`config.mk`:
```
export PLATFORM = sky130hd
export DESIGN_NAME = emgenv_mean
export DESIGN_NICKNAME = d
export VERILOG_FILES = /design/src/hw/rtl/emgenv_pkg.sv /design/src/hw/rtl/emgenv_ram.sv /design/src/hw/rtl/emgenv_mean.sv
export SDC_FILE = /design/constraint.sdc
export NUM_CORES = 2
export LEC_CHECK = 0
export BUFFER_PORTS_ARGS = -buffer_cell sky130_fd_sc_hd__buf_2
export CAP_MARGIN = 20
export CORE_UTILIZATION = 65
export CTS_CLUSTER_DIAMETER = 60
export DETAILED_ROUTE_END_ITERATION = 10
export PLACE_DENSITY = 0.81
export SYNTH_ARGS = -nofsm -noshare
export SYNTH_HDL_FRONTEND = slang
export SYNTH_HIERARCHICAL = 1
export SYNTH_SLANG_ARGS = --single-unit
```
`constraint.sdc`:
```
create_clock -name clock -period 12.7 [get_ports clock]
set_clock_uncertainty 0.2 [all_clocks]
set_input_delay 2.54 -clock clock [delete_from_list [all_inputs] [get_ports clock]]
set_output_delay 2.54 -clock clock [all_outputs]
set_load 0.05 [all_outputs]
```
`src/hw/rtl/emgenv_pkg.sv`:
```
`timescale 1ns / 1ps
// shared constants, types and the low-pass coefficient table for the emg envelope block
package emgenv_pkg;

   // adc and field widths
   localparam int ADC_BITS = 12;
   localparam int SAMPLE_W = 12;
   localparam int FILT_W   = 16;

   // fir shape and arithmetic widths
   localparam int TAP_COUNT      = 29;
   localparam int COEF_TABLE_LEN = 29;
   localparam int COEF_W         = 28;
   localparam int PROD_W         = ADC_BITS + COEF_W;
   localparam int GROUP_SIZE     = 8;
   localparam int GROUP_COUNT    = (TAP_COUNT + GROUP_SIZE - 1) / GROUP_SIZE;
   localparam int GROUP_W        = PROD_W + $clog2(GROUP_SIZE);
   localparam int ACC_W          = GROUP_W + $clog2(GROUP_COUNT) + 1;
   localparam int ACC_RND_W      = ACC_W + 1;
   localparam int ROUND_SHIFT    = 27;
   localparam logic [ACC_RND_W-1:0] ROUND_HALF = ACC_RND_W'(1) << (ROUND_SHIFT - 1);

   // moving-average window
   localparam int WINDOW_LENGTH = 100;
   localparam int POS_W         = $clog2(WINDOW_LENGTH);
   localparam int SUM_W         = FILT_W + $clog2(WINDOW_LENGTH);
   localparam int BIAS_W        = SUM_W + 1;
   localparam logic [POS_W-1:0]  LAST_POS    = POS_W'(WINDOW_LENGTH - 1);
   localparam logic [BIAS_W-1:0] HALF_WINDOW = BIAS_W'(WINDOW_LENGTH / 2);
   localparam logic [BIAS_W-1:0] WIN_CONST   = BIAS_W'(WINDOW_LENGTH);
   // floor(2^BIAS_W / WINDOW_LENGTH): quotient estimate is low by at most one
   localparam logic [BIAS_W-1:0] RECIP       = BIAS_W'((64'd1 << BIAS_W) / WINDOW_LENGTH);

   // unsigned q31 low-pass coefficients
   localparam logic [COEF_W-1:0] LOWPASS_Q31 [COEF_TABLE_LEN] = '{
      28'h0A7D8D3, 28'h0C0E8EC, 28'h109B670, 28'h17F2736, 28'h21BC39C, 28'h2D7FBD2,
      28'h3AA8A1D, 28'h488ED0C, 28'h567F321, 28'h63C5085, 28'h6FB36C8, 28'h79AE681,
      28'h8133303, 28'h85DF0FE, 28'h8774A19, 28'h85DF0FE, 28'h8133303, 28'h79AE681,
      28'h6FB36C8, 28'h63C5085, 28'h567F321, 28'h488ED0C, 28'h3AA8A1D, 28'h2D7FBD2,
      28'h21BC39C, 28'h17F2736, 28'h109B670, 28'h0C0E8EC, 28'h0A7D8D3
   };

   // taps past the table have a zero coefficient
   function automatic logic [COEF_W-1:0] tap_coef(input int k);
      logic [COEF_W-1:0] coef;
      coef = '0;
      if (k < COEF_TABLE_LEN) begin
         coef = LOWPASS_Q31[k];
      end
      return coef;
   endfunction

   // stage enables for the filter pipeline
   typedef struct packed {
      logic load_p;
      logic en_p;
      logic en_g;
      logic en_f;
   } fir_ctrl_type;

   // stage enables for the window and mean pipeline
   typedef struct packed {
      logic load_s;
      logic en_s;
      logic en_d;
      logic en_o;
   } mean_ctrl_type;

endpackage

```
`src/hw/rtl/emgenv_ram.sv`:
```
`timescale 1ns / 1ps
// generic single-write, single-read ram with registered read data
module emgenv_ram #(
   parameter int WIDTH = 16,
   parameter int DEPTH = 100
) (
   input  logic                     clock,
   input  logic                     wr_en,
   input  logic [$clog2(DEPTH)-1:0] wr_addr,
   input  logic [WIDTH-1:0]         wr_data,
   input  logic [$clog2(DEPTH)-1:0] rd_addr,
   output logic [WIDTH-1:0]         rd_data
);
   logic [WIDTH-1:0] mem [DEPTH];
   logic [WIDTH-1:0] rd_data_ff;

   // write port
   always_ff @(posedge clock) begin
      if (wr_en) begin
         mem[wr_addr] <= wr_data;
      end
   end

   // registered read port
   always_ff @(posedge clock) begin
      rd_data_ff <= mem[rd_addr];
   end

   assign rd_data = rd_data_ff;
endmodule

```
`src/hw/rtl/emgenv_mean.sv`:
```
`timescale 1ns / 1ps
// one channel: circular window with running sum and rounded mean
module emgenv_mean (
   input  logic                           clock,
   input  logic                           reset,
   input  emgenv_pkg::mean_ctrl_type      ctrl,
   input  logic [emgenv_pkg::FILT_W-1:0]  filt,
   input  logic [emgenv_pkg::POS_W-1:0]   wr_pos,
   input  logic [emgenv_pkg::POS_W-1:0]   rd_pos,
   input  logic                           wrapped,
   output logic [emgenv_pkg::FILT_W-1:0]  envelope
);
   import emgenv_pkg::*;

   logic [FILT_W-1:0]   old_raw;
   logic [FILT_W-1:0]   old_val;
   logic [SUM_W-1:0]    sum_in;
   logic [SUM_W-1:0]    sum_ff;
   logic [BIAS_W-1:0]   biased_ff;
   logic [2*BIAS_W-1:0] prod_ff;
   logic [BIAS_W-1:0]   num_ff;
   logic [BIAS_W-1:0]   q_est;
   logic [BIAS_W-1:0]   q_back;
   logic [BIAS_W-1:0]   rem;
   logic [BIAS_W-1:0]   quot;
   logic [FILT_W-1:0]   env_in;
   logic [FILT_W-1:0]   env_ff;

   // window store, read address runs one slot ahead
   emgenv_ram #(
      .WIDTH (FILT_W),
      .DEPTH (WINDOW_LENGTH)
   ) u_window (
      .clock   (clock),
      .wr_en   (ctrl.load_s),
      .wr_addr (wr_pos),
      .wr_data (filt),
      .rd_addr (rd_pos),
      .rd_data (old_raw)
   );

   // slots not yet written in the first pass are read as zero
   assign old_val = wrapped ? old_raw : '0;
   assign sum_in  = sum_ff - SUM_W'(old_val) + SUM_W'(filt);

   always_ff @(posedge clock) begin
      if (reset) begin
         sum_ff <= '0;
      end else if (ctrl.load_s) begin
         sum_ff <= sum_in;
      end
   end

   // divide by the window length: reciprocal estimate then one correction
   assign q_est  = prod_ff[2*BIAS_W-1:BIAS_W];
   assign q_back = q_est * WIN_CONST;
   assign rem    = num_ff - q_back;
   assign quot   = (rem >= WIN_CONST) ? (q_est + BIAS_W'(1)) : q_est;
   assign env_in = (|quot[BIAS_W-1:FILT_W]) ? '1 : quot[FILT_W-1:0];

   always_ff @(posedge clock) begin
      if (ctrl.en_s) begin
         biased_ff <= BIAS_W'(sum_in) + HALF_WINDOW;
      end
      if (ctrl.en_d) begin
         prod_ff <= (2*BIAS_W)'(biased_ff) * (2*BIAS_W)'(RECIP);
         num_ff  <= biased_ff;
      end
      if (ctrl.en_o) begin
         env_ff <= env_in;
      end
   end

   assign envelope = env_ff;
endmodule

```
# Yosys cells after proc, flatten, opt, wreduce, memory -nomap -nowiden
# Memories as Yosys holds them, arrays and structs flattened. A register that Yosys moved wholly into a read port is not among the register bits.
# Index checks and enable logic that the tools add are counted.
[totals]
ramBits = 1600
memories = 1
register_bits = 127
wordCells = 19
[mem_list]
columns = ["memory", "words", "width", "rd", "rd_clocked_by_memory_dff", "wr", "line_no", "source"]
rows = [
  ["u_window.mem", 100, 16, 1, 1, 1, "emgenv_ram.sv:14", "logic [WIDTH-1:0] mem [DEPTH];"],
]
[op_classes]
reduce_logical = 1
multipliers = 2
mux = 4
order_cmp = 1
n_addsub = 5
[ops]
columns = ["cell", "n"]
rows = [
  ["multiplier 24 x 16 -> 40 bit (second input constant)", 1],
  ["adder 23 x 6 -> 24 bit (second input constant)", 1],
  [">= comparator 24 x 7 -> 1 bit (second input constant)", 1],
  ["subtractor 24 bit", 1],
  ["adder 23 x 16 -> 23 bit", 1],
  ["subtractor 23 x 16 -> 23 bit", 1],
  ["multiplier 18 x 5 -> 22 bit (second input constant)", 1],
  ["adder 18 x 1 -> 19 bit (second input constant)", 1],
  ["two-way mux 19 bit", 1],
  ["two-way mux 16 bit", 1],
  ["OR reduction 8 bit", 1],
  ["two-way mux 1 bit", 2],
]

# Longest topological paths before layout
[depth]
word_depth = 5
ltp_mapped = 29
mapped_depth_nobuf = 28

# Cells and area by module
# The synthesis kept the hierarchy.
[by_module_without_submodules]
columns = ["module", "instances", "seq_area_each_um2", "cells_each", "area_per_inst_um2"]
rows = [
  ["emgenv_ram", 1, 48366.4, 2669, 61833.1],
  ["emgenv_mean", 1, 2862.7, 1525, 15602.5],
]

# Least setup slack after synthesis
# No wires, ideal clock.
[synth_path]
path_type = "register -> register"
from = "reg prod_ff[25]"
to = "reg env_ff[10] (netlist: envelope[10]) (data pin)"
arrival_time_ns = 6.431
period_less_slack_ns = 6.897
path_stages_with_launch = 27
setup_slack_ns = 5.803
path_cell_list = "edfxtp_1 ha_1 ha_1 fa_1 ha_1 nor2b_1 o21ai_0 nand2b_1 a21o_1 a21o_1 a21o_1 a41o_1 o21ai_0 xor2_1 ha_1 clkbuf_1 a21o_1 a21oi_1 nor3b_1 a2111oi_0 or4_4 nor4_4 o2111ai_4 nand3_1 mux2i_1 buf_2 nand3_2"
[synth_via]
elab_chain_cells = 5
[synth_lines]
columns = ["element", "line_no", "source"]
rows = [
  ["start: declaration", "emgenv_mean.sv:20", "logic [2*BIAS_W-1:0] prod_ff;"],
  ["start signal: assignment", "emgenv_mean.sv:66", "prod_ff <= (2*BIAS_W)'(biased_ff) * (2*BIAS_W)'(RECIP);"],
  ["multiplier 18 x 5 -> 22 bit", "emgenv_mean.sv:56", "assign q_back = q_est * WIN_CONST;"],
  ["subtractor 24 bit", "emgenv_mean.sv:57", "assign rem = num_ff - q_back;"],
  [">= comparator 24 x 7 -> 1 bit", "emgenv_mean.sv:58", "assign quot = (rem >= WIN_CONST) ? (q_est + BIAS_W'(1)) : q_est;"],
  ["two-way mux 19 bit *", "emgenv_mean.sv:58", ""],
  ["OR reduction 8 bit", "emgenv_mean.sv:59", "assign env_in = (|quot[BIAS_W-1:FILT_W]) ? '1 : quot[FILT_W-1:0];"],
  ["end signal: assignment", "emgenv_mean.sv:70", "env_ff <= env_in;"],
  ["end: declaration", "emgenv_mean.sv:27", "logic [FILT_W-1:0] env_ff;"],
]
# Mark *: on every way between the ends. The rest lies on a longest branch, timed or not.
# A chain may end at the register's enable or synchronous reset.

# Final worst setup path
[layout_path]
from = "reg prod_ff[25]"
to = "reg env_ff[9] (netlist: envelope[9]) (data pin)"
# The elaborated chain is that of the path after synthesis.

==> metrics.md <==
| Metric | Value |
|---|---|
| Status | `finished clean` |
| Reg2reg path depth | `24` |
| Layout Utilization | `0.7236` |
| Num CTS Buffers | `168` |
| Core Region | `118,100 sq um` |
| Post-CTS Setup Repair Bufs | `0` |
| H-tree Lvls | `4` |
| Min-delay src | `sum_ff[5]` |
| Total GRT Usage | `0.3318` |
| Clk_lat worst skew | `0.79 ns` |
| Fin. max-slew vios | `0` |
| DRC Markers | `0` |
| CTS sink cnt | `1,719` |
| Cts repair resizes | `0` |
| Routed WL per cell | `32.17 um` |
| Number of nets with antenna violations after routing | `0` |
| Mapped Area | `77,440 sq um` |
| Reg-to-Reg End | `envelope[9]` |
| Number of cell rows | `126` |
| Least-Margin Pin Slew | `1.281 ns` |
| Hold Crit Class | `flip-flop to flip-flop` |
| Most common cell after layout, fill and taps aside | `edfxtp_1` |
| Grt ovf | `0` |
| Crit. End Element | `flip-flop` |
| Die area | `120,500 sq um` |
| Final wirelength | `195,500 um` |
| Number of flops mapped to enable cells by yosys | `1,680` |
| Post-layout minimum cycle time | `7.686 ns` |
| CP Data Arrival Time | `7.95 ns` |
| Worst hold margin | `0.3090 ns` |
| Top FF cell, synth | `edfxtp_1` |
| R2R Setup Slk | `5.01 ns` |
| FMAX | `0.1301 GHz` |
| Register area share after synthesis | `0.6616` |
| R2R Path Start | `prod_ff[25]` |
| Required @ worst endpoint | `12.96 ns` |
| Port buffer count | `52` |
| Number of max-cap violations | `0` |
| Mean area per synthesized cell | `18.46 sq um` |
| Crit-path cells | `ha_1 -> ha_1 -> fa_1 -> ha_1 -> nor2b_1 -> o21ai_0 -> nand2b_1 -> a21o_1 -> a21o_1 -> a21o_1 -> a41o_1 -> o21ai_0 -> xor2_1 -> ha_1 -> a21o_1 -> a21oi_1 -> nor3b_1 -> a2111oi_0 -> or4_4 -> nor4_4 -> o2111ai_4 -> and2_4 -> a31oi_4 -> o211ai_1` |
| Syn nets | `4,712` |
| Worst hold path cell count | `2` |
| CP Class | `flip-flop to flip-flop` |
| Boundary pin count | `53` |
| CTS Hold Bufs | `0` |
| Synth warnings | `6` |
| Clk slew on worst S/H paths | `0.06 ns` |
| TritonRoute pass-1 iters | `6` |
| Syn Inst Count | `4,194` |
| Vias in the first global route | `42,690` |
| First-pass GRT wire length | `285,600 um` |
| Crit Path Max Fanout | `17` |
| Final GP Congestion | `0.9002` |
| Die height | `347.2 um` |
| Final nets | `4,916` |
| Slowest CP cell | `or4_4` |
| Setup TNS | `0 ns` |
| Worst Hold End | `sum_ff[5]` |
| Synth unique cells | `80` |
| Largest net degree at the start of global routing | `126` |
| FILL cells | `6,572` |
| Final Hold Viols | `0` |
| Crit share post-route | `0.6052` |
| Via count | `41,940` |
| Die W | `347.2 um` |
| Setup slack at placement | `5.082 ns` |
| FF+latch count, synth | `1,719` |
| Clk root buf | `clkbuf_16` |
| RSZ-0062 raised after global routing | `false` |
| CTS tree | `yes` |
| Starting DRT DRC Count | `5,958` |
| Vias/cell | `6.902` |
| Initial antenna violation count | `18` |
| Commonest cells after routing, fill and taps aside | `edfxtp_1 (1,680), mux4_2 (440), inv_1 (306)` |
| Initial core utilization | `0.6558` |
| Longest Clk Path Bufs | `3` |
| Ys async rst share | `0` |
| Final setup vio count | `0` |
| Final WS setup | `5.014 ns` |
| Share of post-route cells with drive strength above 1 | `0.2021` |
| Placed wire-length estimate | `114,700 um` |
| Area growth syn-to-layout | `10.34%` |
| Crit path launch type | `flip-flop` |
| Crit-path max cell delay | `0.57 ns` |
| Relative slew slack | `0.1438` |
## cell families after synthesis
group | synth area share
compound gates | 0.03308
mux | 0.1363
fa+ha+maj | 0.09643
simple gates | 0.03519
xor+xnor | 0.01063
flops | 0.6616
buf+inv | 0.02679
## cell type report
cell class                      count  area (sq um)  area share
Antenna cell                        8         20.02   0.0002343
Clock buffer                      207          4434     0.05190
Clock inverter                     97          1015     0.01188
Inverter                          308          1159     0.01356
Multi-Input combinational cell   2007         24160      0.2828
Sequential cell                  1719         51230      0.5996
Tap cell                         1536          1922     0.02249
Timing Repair Buffer              194          1499     0.01754
## state kept, by name, indices dropped and copies added, names as in the netlist
signal            count
u_window/rd_data     16
u_window/mem       1600
envelope             16
sum_ff               23
num_ff               22
prod_ff              18
biased_ff            24
## per-layer routing
metal	vias up	track usage	routed length (um)
li1	16930	-	-
met1	21210	0.4266	66930
met2	3113	0.5360	95460
met3	671	0.08299	22460
met4	16	0.1579	10490
met5	-	0	109
## how the worst max path moves through the flow
stage,startpoint,to,slack (ns),cells past startpoint
finish,prod_ff[25],envelope[9],5.01,24
global placement,prod_ff[25],envelope[9],5.23,24
floorplan,prod_ff[25],envelope[10],5.80,26
detailed placement,prod_ff[25],envelope[9],5.08,24
CTS,prod_ff[25],envelope[9],5.03,24
global route,prod_ff[25],envelope[1],4.56,24
## cells in the mapped netlist, types with 17 or more instances
cell / instances / area, sq um
ha_1: 288 / 3603
buf_2: 47 / 235.2
nor3_1: 29 / 145.1
buf_4: 26 / 195.2
a21oi_1: 86 / 430.4
a21o_1: 22 / 165.2
a22oi_1: 26 / 195.2
xor2_1: 39 / 341.6
mux2i_1: 60 / 600.6
inv_1: 306 / 1149
fa_1: 193 / 3864
buf_6: 20 / 225.2
nand2b_1: 17 / 106.4
nand3_1: 38 / 190.2
xnor2_1: 55 / 481.7
nor2b_1: 43 / 269.0
o21ai_0: 50 / 250.2
and2_1: 37 / 231.5
clkbuf_1: 56 / 210.2
nor2_1: 200 / 750.7
mux4_2: 440 / 9910
o22ai_1: 22 / 137.6
nand4_1: 18 / 112.6
a31oi_1: 21 / 131.4
edfxtp_1: 1680 / 50450
dfxtp_1: 39 / 780.8
nand2_1: 103 / 386.6
a211oi_1: 46 / 345.3
## worst max-delay path, delay by kind of cell, from the launching register on
| family | cells | cell delay, ns |
|---|---|---|
| AO/OA/AOI/OAI | 12 | 2.81 |
| AND/OR/NAND/NOR | 6 | 1.90 |
| adder cells (fa/ha/maj) | 5 | 1.87 |
| flip-flops | 1 | 0.48 |
| XOR/XNOR | 1 | 0.12 |
## metrics by stage
stage | instance area, sq um | std cells
5_1_grt | 85420 | 6070
6_report | 85440 | 6076
3_5_place_dp | 79970 | 5764
3_3_place_gp | 79920 | 5760
4_1_cts | 85420 | 6068
2_1_floorplan | 77440 | 4194
Power is left out: the tool's default activity adds up to more than one toggle a clock period on the data nets, which glitch-free logic cannot reach.
